### config.mk
export PLATFORM = sky130hd
export DESIGN_NAME = blitter_area_word_datapath_top
export DESIGN_NICKNAME = d
export VERILOG_FILES = /design/src/rtl/core/bawd_pkg.sv /design/src/rtl/core/bawd_word_unit.sv /design/src/rtl/core/blitter_area_word_datapath_top.sv
export VERILOG_INCLUDE_DIRS = /design/src /design/src/rtl/core
export SDC_FILE = /design/constraint.sdc
export NUM_CORES = 1
export LEC_CHECK = 0
export BUFFER_PORTS_ARGS = -buffer_cell sky130_fd_sc_hd__buf_4
export CORE_ASPECT_RATIO = 0.75
export CORE_MARGIN = 10
export CORE_UTILIZATION = 62
export DETAILED_ROUTE_END_ITERATION = 8
export GPL_ROUTABILITY_DRIVEN = 0
export PLACE_DENSITY_LB_ADDON = 0.15
export SYNTH_ARGS = -nofsm -noshare
export SYNTH_HDL_FRONTEND = slang
export SYNTH_SLANG_ARGS = --single-unit
export TNS_END_PERCENT = 1
### constraint.sdc
create_clock -name clock -period 5.7 [get_ports clock]
set_input_delay 0.285 -clock clock [delete_from_list [all_inputs] [get_ports clock]]
set_output_delay 0.285 -clock clock [all_outputs]
set_load 0.01 [all_outputs]
### src/rtl/core/assert_macros.svh
// Assertion macros used by the top-level RTL file.
`ifndef ASSERT_MACROS_SVH
`define ASSERT_MACROS_SVH

// The consequent must hold in the same cycle as the antecedent.
`define ASSERT_SAME(lbl, clk, rst, ante, cons) \
   lbl: assert property (@(posedge clk) disable iff (rst) (ante) |-> (cons)) \
      else $error("assertion failed");

// The consequent must hold in the cycle after the antecedent.
`define ASSERT_NEXT(lbl, clk, rst, ante, cons) \
   lbl: assert property (@(posedge clk) disable iff (rst) (ante) |=> (cons)) \
      else $error("assertion failed");

`endif

### src/rtl/core/bawd_pkg.sv
`default_nettype none
package bawd_pkg;

   localparam int unsigned WORD_W = 16;

   localparam logic [2:0] CSR_A_SHIFT     = 3'd0;
   localparam logic [2:0] CSR_B_SHIFT     = 3'd1;
   localparam logic [2:0] CSR_DESCENDING  = 3'd2;
   localparam logic [2:0] CSR_MINTERM     = 3'd3;
   localparam logic [2:0] CSR_FIRST_MASK  = 3'd4;
   localparam logic [2:0] CSR_LAST_MASK   = 3'd5;
   localparam logic [2:0] CSR_BLIT_SIZE   = 3'd6;
   localparam logic [2:0] CSR_CHANNEL_USE = 3'd7;

   localparam logic [15:0] MASK_RESET = 16'hFFFF;

   typedef struct packed {
      logic [3:0]        a_shift;
      logic [3:0]        b_shift;
      logic              descending;
      logic              b_enable;
      logic [7:0]        minterm;
      logic              first_col;
      logic              row_end;
      logic [WORD_W-1:0] first_mask;
      logic [WORD_W-1:0] last_mask;
   } bawd_ctl_type;

endpackage
`default_nettype wire

### src/rtl/core/bawd_word_unit.sv
`default_nettype none
module bawd_word_unit
   import bawd_pkg::*;
(
   input  wire bawd_ctl_type      ctl,
   input  wire logic [WORD_W-1:0] a_word,
   input  wire logic [WORD_W-1:0] b_word,
   input  wire logic [WORD_W-1:0] c_word,
   input  wire logic [WORD_W-1:0] a_carry,
   input  wire logic [WORD_W-1:0] b_carry,
   output logic      [WORD_W-1:0] a_masked,
   output logic      [WORD_W-1:0] d_word
);

   logic [2*WORD_W-1:0] a_comb;
   logic [2*WORD_W-1:0] b_comb;
   logic [WORD_W-1:0]   a_aligned;
   logic [WORD_W-1:0]   b_aligned;
   logic [WORD_W-1:0]   b_sel;

   always_comb begin
      a_masked = a_word;
      if (ctl.first_col) begin
         a_masked = a_masked & ctl.first_mask;
      end
      if (ctl.row_end) begin
         a_masked = a_masked & ctl.last_mask;
      end
   end

   // Descending mode shifts left and ascending mode shifts right, each pulling bits in from the previous word.
   always_comb begin
      if (ctl.descending) begin
         a_comb    = {a_masked, a_carry} << ctl.a_shift;
         b_comb    = {b_word, b_carry} << ctl.b_shift;
         a_aligned = a_comb[2*WORD_W-1:WORD_W];
         b_aligned = b_comb[2*WORD_W-1:WORD_W];
      end else begin
         a_comb    = {a_carry, a_masked} >> ctl.a_shift;
         b_comb    = {b_carry, b_word} >> ctl.b_shift;
         a_aligned = a_comb[WORD_W-1:0];
         b_aligned = b_comb[WORD_W-1:0];
      end
      b_sel = ctl.b_enable ? b_aligned : b_word;
   end

   always_comb begin
      for (int i = 0; i < WORD_W; i++) begin
         d_word[i] = ctl.minterm[{a_aligned[i], b_sel[i], c_word[i]}];
      end
   end

endmodule
`default_nettype wire

### src/rtl/core/blitter_area_word_datapath_top.sv
// Each accepted item is held in the input register, then moves into the result
// register and raises rsp_valid once that register is empty or being taken.
// Throughput: one item per cycle; the input register and the result register
// both advance whenever the result register is empty or being taken.
// Reset is synchronous and active high: it clears both valid flags, the counts and
// the shifter carries, sets the blit-zero flag, and loads the register reset values.
`default_nettype none
`include "assert_macros.svh"
module blitter_area_word_datapath_top
   import bawd_pkg::*;
(
   input  wire logic        clock,
   input  wire logic        reset,
   input  wire logic        csr_write,
   input  wire logic [2:0]  csr_index,
   input  wire logic [15:0] csr_wdata,
   input  wire logic        req_valid,
   output logic             req_ready,
   input  wire logic [15:0] req_a_word,
   input  wire logic [15:0] req_b_word,
   input  wire logic [15:0] req_c_word,
   output logic             rsp_valid,
   input  wire logic        rsp_ready,
   output logic [15:0]      rsp_d_word,
   output logic             rsp_d_write,
   output logic             rsp_last_word,
   output logic             rsp_blit_zero
);

   logic [3:0]  a_shift_ff;
   logic [3:0]  b_shift_ff;
   logic        descending_ff;
   logic [7:0]  minterm_ff;
   logic [15:0] first_mask_ff;
   logic [15:0] last_mask_ff;
   logic [15:0] blit_size_ff;
   logic [3:0]  channel_use_ff;

   logic        s1_valid_ff;
   logic [15:0] s1_a_ff;
   logic [15:0] s1_b_ff;
   logic [15:0] s1_c_ff;

   logic [15:0] a_carry_ff;
   logic [15:0] b_carry_ff;
   logic [5:0]  col_cnt_ff;
   logic [9:0]  row_cnt_ff;
   logic        zero_seen_ff;

   logic        rsp_valid_ff;
   logic [15:0] rsp_d_ff;
   logic        rsp_write_ff;
   logic        rsp_last_ff;
   logic        rsp_zero_ff;

   logic [6:0]   width_words;
   logic [10:0]  height_rows;
   logic         out_free;
   logic         s1_move;
   logic         row_end;
   logic         blit_end;
   logic         first_col;
   logic [15:0]  a_carry_use;
   logic [15:0]  b_carry_use;
   logic [15:0]  a_masked;
   logic [15:0]  d_word;
   logic         zero_in;
   bawd_ctl_type ctl;

   assign width_words = (blit_size_ff[5:0] == 6'd0) ? 7'd64 : {1'b0, blit_size_ff[5:0]};
   assign height_rows = (blit_size_ff[15:6] == 10'd0) ? 11'd1024
                                                      : {1'b0, blit_size_ff[15:6]};

   assign out_free  = !rsp_valid_ff || rsp_ready;
   assign s1_move   = s1_valid_ff && out_free;
   assign req_ready = !s1_valid_ff || out_free;

   assign first_col   = (col_cnt_ff == 6'd0);
   assign row_end     = ({1'b0, col_cnt_ff} >= (width_words - 7'd1));
   assign blit_end    = row_end && ({1'b0, row_cnt_ff} >= (height_rows - 11'd1));
   assign a_carry_use = first_col ? 16'd0 : a_carry_ff;
   assign b_carry_use = first_col ? 16'd0 : b_carry_ff;

   always_comb begin
      ctl.a_shift    = a_shift_ff;
      ctl.b_shift    = b_shift_ff;
      ctl.descending = descending_ff;
      ctl.b_enable   = channel_use_ff[2];
      ctl.minterm    = minterm_ff;
      ctl.first_col  = first_col;
      ctl.row_end    = row_end;
      ctl.first_mask = first_mask_ff;
      ctl.last_mask  = last_mask_ff;
   end

   bawd_word_unit u_word (
      .ctl      (ctl),
      .a_word   (s1_a_ff),
      .b_word   (s1_b_ff),
      .c_word   (s1_c_ff),
      .a_carry  (a_carry_use),
      .b_carry  (b_carry_use),
      .a_masked (a_masked),
      .d_word   (d_word)
   );

   // A new blit starts when both counts are zero.
   assign zero_in = ((first_col && (row_cnt_ff == 10'd0)) || zero_seen_ff) && (d_word == 16'd0);

   always_ff @(posedge clock) begin
      if (reset) begin
         a_shift_ff     <= 4'd0;
         b_shift_ff     <= 4'd0;
         descending_ff  <= 1'b0;
         minterm_ff     <= 8'd0;
         first_mask_ff  <= MASK_RESET;
         last_mask_ff   <= MASK_RESET;
         blit_size_ff   <= 16'd0;
         channel_use_ff <= 4'd0;
      end else if (csr_write) begin
         case (csr_index)
            CSR_A_SHIFT:     a_shift_ff     <= csr_wdata[3:0];
            CSR_B_SHIFT:     b_shift_ff     <= csr_wdata[3:0];
            CSR_DESCENDING:  descending_ff  <= csr_wdata[0];
            CSR_MINTERM:     minterm_ff     <= csr_wdata[7:0];
            CSR_FIRST_MASK:  first_mask_ff  <= csr_wdata;
            CSR_LAST_MASK:   last_mask_ff   <= csr_wdata;
            CSR_BLIT_SIZE:   blit_size_ff   <= csr_wdata;
            CSR_CHANNEL_USE: channel_use_ff <= csr_wdata[3:0];
            default:         minterm_ff     <= minterm_ff;
         endcase
      end
   end

   always_ff @(posedge clock) begin
      if (reset) begin
         s1_valid_ff <= 1'b0;
      end else if (req_ready) begin
         s1_valid_ff <= req_valid;
      end
      if (req_valid && req_ready) begin
         s1_a_ff <= req_a_word;
         s1_b_ff <= req_b_word;
         s1_c_ff <= req_c_word;
      end
   end

   always_ff @(posedge clock) begin
      if (reset) begin
         a_carry_ff   <= 16'd0;
         b_carry_ff   <= 16'd0;
         col_cnt_ff   <= 6'd0;
         row_cnt_ff   <= 10'd0;
         zero_seen_ff <= 1'b1;
      end else if (csr_write && (csr_index == CSR_BLIT_SIZE)) begin
         col_cnt_ff <= 6'd0;
         row_cnt_ff <= 10'd0;
      end else if (s1_move) begin
         a_carry_ff   <= a_masked;
         b_carry_ff   <= s1_b_ff;
         zero_seen_ff <= zero_in;
         if (blit_end) begin
            col_cnt_ff <= 6'd0;
            row_cnt_ff <= 10'd0;
         end else if (row_end) begin
            col_cnt_ff <= 6'd0;
            row_cnt_ff <= row_cnt_ff + 10'd1;
         end else begin
            col_cnt_ff <= col_cnt_ff + 6'd1;
         end
      end
   end

   always_ff @(posedge clock) begin
      if (reset) begin
         rsp_valid_ff <= 1'b0;
      end else if (out_free) begin
         rsp_valid_ff <= s1_valid_ff;
      end
      if (s1_move) begin
         rsp_d_ff     <= d_word;
         rsp_write_ff <= channel_use_ff[0];
         rsp_last_ff  <= blit_end;
         rsp_zero_ff  <= zero_in;
      end
   end

   assign rsp_valid     = rsp_valid_ff;
   assign rsp_d_word    = rsp_d_ff;
   assign rsp_d_write   = rsp_write_ff;
   assign rsp_last_word = rsp_last_ff;
   assign rsp_blit_zero = rsp_zero_ff;

   `ASSERT_NEXT(a_move_fills_out, clock, reset, s1_move, rsp_valid_ff)
   `ASSERT_SAME(a_stall_means_full, clock, reset, !req_ready, s1_valid_ff && rsp_valid_ff)
   `ASSERT_SAME(a_nonzero_clears_flag, clock, reset, rsp_valid_ff && (rsp_d_ff != 16'd0),
      !rsp_zero_ff)
   `ASSERT_NEXT(a_blit_end_restarts, clock, reset, s1_move && blit_end,
      (col_cnt_ff == 6'd0) && (row_cnt_ff == 10'd0))

endmodule
`default_nettype wire

==> impl_metrics.json <==
{
  "die_h_um": 151,
  "synth_cell_types": 69,
  "tightest_slew_ns": 1.25,
  "n_fill_cell": 1675,
  "min_path_type": "in -> reg",
  "path_class": "reg -> reg",
  "ant_nets": 0,
  "via_count": 14025,
  "ys.flop_type": "dfxtp_1",
  "routed_wl_um": 49100,
  "grt_max_degree": 85,
  "clock-sinks": 185,
  "core_area_um2": 22300,
  "synth_area_um2": 14200,
  "layout.nets": 1712,
  "fmax_mhz": 190,
  "synth-warning-count": 0,
  "cellPowerDensity_nw_per_um2": 214,
  "dp.final_hpwl_um": 35300,
  "drc_errors": 63,
  "finClkSkew_ns": 0.0169,
  "drive_gt1_frac": 0.179,
  "synth_area_leaders": "dfxtp_1 17%, edfxtp_1 14%, mux4_2 13%, mux2i_1 8.5%, nand2_1 5.2%",
  "use_met1": 0.441,
  "fp-row-count": 47,
  "setup.worst_path.end_class": "flop",
  "cts_tree": "done",
  "fin_area_um2": 15900,
  "post-cts-setup-buffers": 0,
  "crit_required_ns": 5.97,
  "drv_cap": 0,
  "swShare": 0.316,
  "syn_to_final_growth_pct": 11.7,
  "synth_edf_count": 67,
  "gr-usage-all-layers": 0.321,
  "ys_ff_latch": 185,
  "drt_first_iter_violations": 2843,
  "synth_area_per_cell_um2": 9.04,
  "clk_transition_reported_paths_ns": 0.08,
  "grt_overflow": 0,
  "p_clk_frac": 0.364,
  "wl_per_cell_um": 25.5,
  "fin_hold_ws_ns": 0.00650,
  "grt_pass1_wl_um": 74800,
  "synthCells": 1575,
  "drt_pass1_iterations": 9,
  "tns_ns": 0,
  "min_period_ns": 5.27,
  "grt_pass1_vias": 12712,
  "final-max-slew-violation-count": 0,
  "die-width_um": 195,
  "p_comb_frac": 0.192,
  "portBuffers": 92,
  "clk_latency_ns": 0.46,
  "p_int_mw": 2.33,
  "arrival_ns": 5.55,
  "hold_violations": 0,
  "synth_top_cell_by_area": "dfxtp_1",
  "cts_buffer_depth": 2,
  "vias_per_cell": 7.29,
  "outcome": "complete, but fails checks",
  "met3_usage": 0.130,
  "io_pins": 93,
  "diodes": 0,
  "synth_fp_nets": 1671,
  "place_area_um2": 15000,
  "start_kind": "flop",
  "violations": "DRC",
  "p_sw_mw": 1.07,
  "root_buffer": "clkbuf_16",
  "synth_top_area_frac": 0.166,
  "leakage_nw": 5.79,
  "numCtsBuffers": 17,
  "antenna_found_initial": 0,
  "grt_most_used_layer": "met2",
  "cts_max_level": 4,
  "async_reset_ff_frac": 0,
  "ir_drop_uv": 218,
  "yosysSeqAreaShare": 0.307,
  "relSlewSlack": 0.167,
  "layout.cells.most_common_list": "197 x nand2_1, 159 x nor2_1, 121 x mux2i_1",
  "met2_usage": 0.442,
  "path_max_fanout": 37,
  "start_util": 0.637,
  "setup_viol": 0,
  "dieArea_um2": 29500,
  "pwr-share-seq": 0.444,
  "rsz0062_at_grt": "false",
  "final_common_cell": "nand2_1",
  "period_share": 0.925
}
[registers in the layout (all words and copies together), names as in the netlist, 2 cells and up]
name / count
a_shift_ff: 4
channel_use_ff: 2
a_carry_ff: 16
first_mask_ff: 16
b_carry_ff: 16
rsp_d_word: 16
last_mask_ff: 16
blit_size_ff: 16
b_shift_ff: 4
row_cnt_ff: 10
col_cnt_ff: 6
s1_a_ff: 16
s1_b_ff: 16
minterm_ff: 8
s1_c_ff: 16
[kinds of logic (layout without fill, tap and decap cells)]
logic type | Yosys count | in the layout | synth area share
adders and majority gates | 24 | 24 | 0.0211
muxes | 239 | 239 | 0.246
DFF | 185 | 185 | 0.307
buffers and inverters | 150 | 204 | 0.0433
AOI/OAI and AO/OA | 436 | 436 | 0.206
and+or+nand+nor | 515 | 515 | 0.160
xor gates and xnor gates | 26 | 26 | 0.0160
[area by class of cell]
type / count / area (um^2) / share of cell area
clock buffer: 17 / 425 / 0.0267
sequential: 185 / 4380 / 0.276
multi-input combinational: 1240 / 9270 / 0.582
tap: 294 / 368 / 0.0231
clock inverter: 15 / 176 / 0.0111
timing repair buffer: 150 / 1210 / 0.0760
inverter: 22 / 82.6 / 0.00519
[worst max-delay path, stage by stage, from the launching register on]
cell and delay (ns):
dfxtp_1 0.37, inv_1 0.07, ha_1 0.26, a21oi_1 0.17
nor2_1 0.05, o21ai_0 0.25, ha_1 0.29, and3_1 0.19
a221o_2 0.62, buf_4 0.33, a21o_1 0.21, mux4_2 0.52
a221oi_1 0.37, o31ai_1 0.15, mux2_2 0.30, nor4_1 0.38
nand4_1 0.21, nor4_2 0.32
[power by group through the flow]
stage	logic [mW]	registers, mW	clock network [mW]
after global routing	0.685	1.51	1.30
after floorplan	0.411	1.50	0
after detailed placement	0.601	1.53	0
after CTS	0.622	1.50	1.24
after global placement	0.590	1.53	0
final	0.655	1.51	1.24
[stage by stage]
stage / utilization / power (mW) / worst slack, ns / cells
after floorplan: - / 1.91 / 1.46 / 1575
after global placement: 0.670 / 2.12 / 0.925 / 1858
after detailed placement: 0.670 / 2.13 / 0.650 / 1858
after CTS: 0.712 / 3.37 / 0.557 / 1922
after global routing: 0.712 / 3.50 / 0.0891 / 1923
final: 0.712 / 3.40 / 0.427 / 1923
[cells in the mapped netlist, types with 12 or more instances]
master    number
mux2i_1      121
dfxtp_1      118
ha_1          24
nor2_1       161
nand2_1      197
nor4_1        14
buf_2         22
a21o_1        25
nor2b_1       38
o21ai_0       71
o22ai_1       12
edfxtp_1      67
a21oi_1      112
a211o_1       34
mux4_2        85
mux2_2        32
buf_1         26
nor3_1        41
nand3_1       13
xor2_1        16
a211oi_1      68
nand2b_1      12
clkbuf_1      75
inv_1         15
[what timing repair did]
action                                  in CTS  in global routing
gates resized for setup                      0                  0
hold endpoints to repair                    32                  1
hold buffers                                32                  1
endpoints found under the setup margin       0                  0
[path summary, 6_finish.rpt]
path                          start             to  slack (ns)  cells after the start
hold reg to reg   channel_use_ff[0]    rsp_d_write        0.44                      0
setup reg to reg    blit_size_ff[0]  rsp_blit_zero        0.43                     17
setup / recovery    blit_size_ff[0]  rsp_blit_zero        0.43                     17
hold / removal        req_c_word[7]     s1_c_ff[7]       0.006                      1
[routing by layer]
layer	share of wire	vias to the layer above	wire length (um)
met2	0.40	1114	19500
met5	0.00022	-	11
met4	0.050	2	2470
met1	0.40	6603	19700
li1	-	6059	-
met3	0.15	247	7450
(Power assumes the default switching activity.)
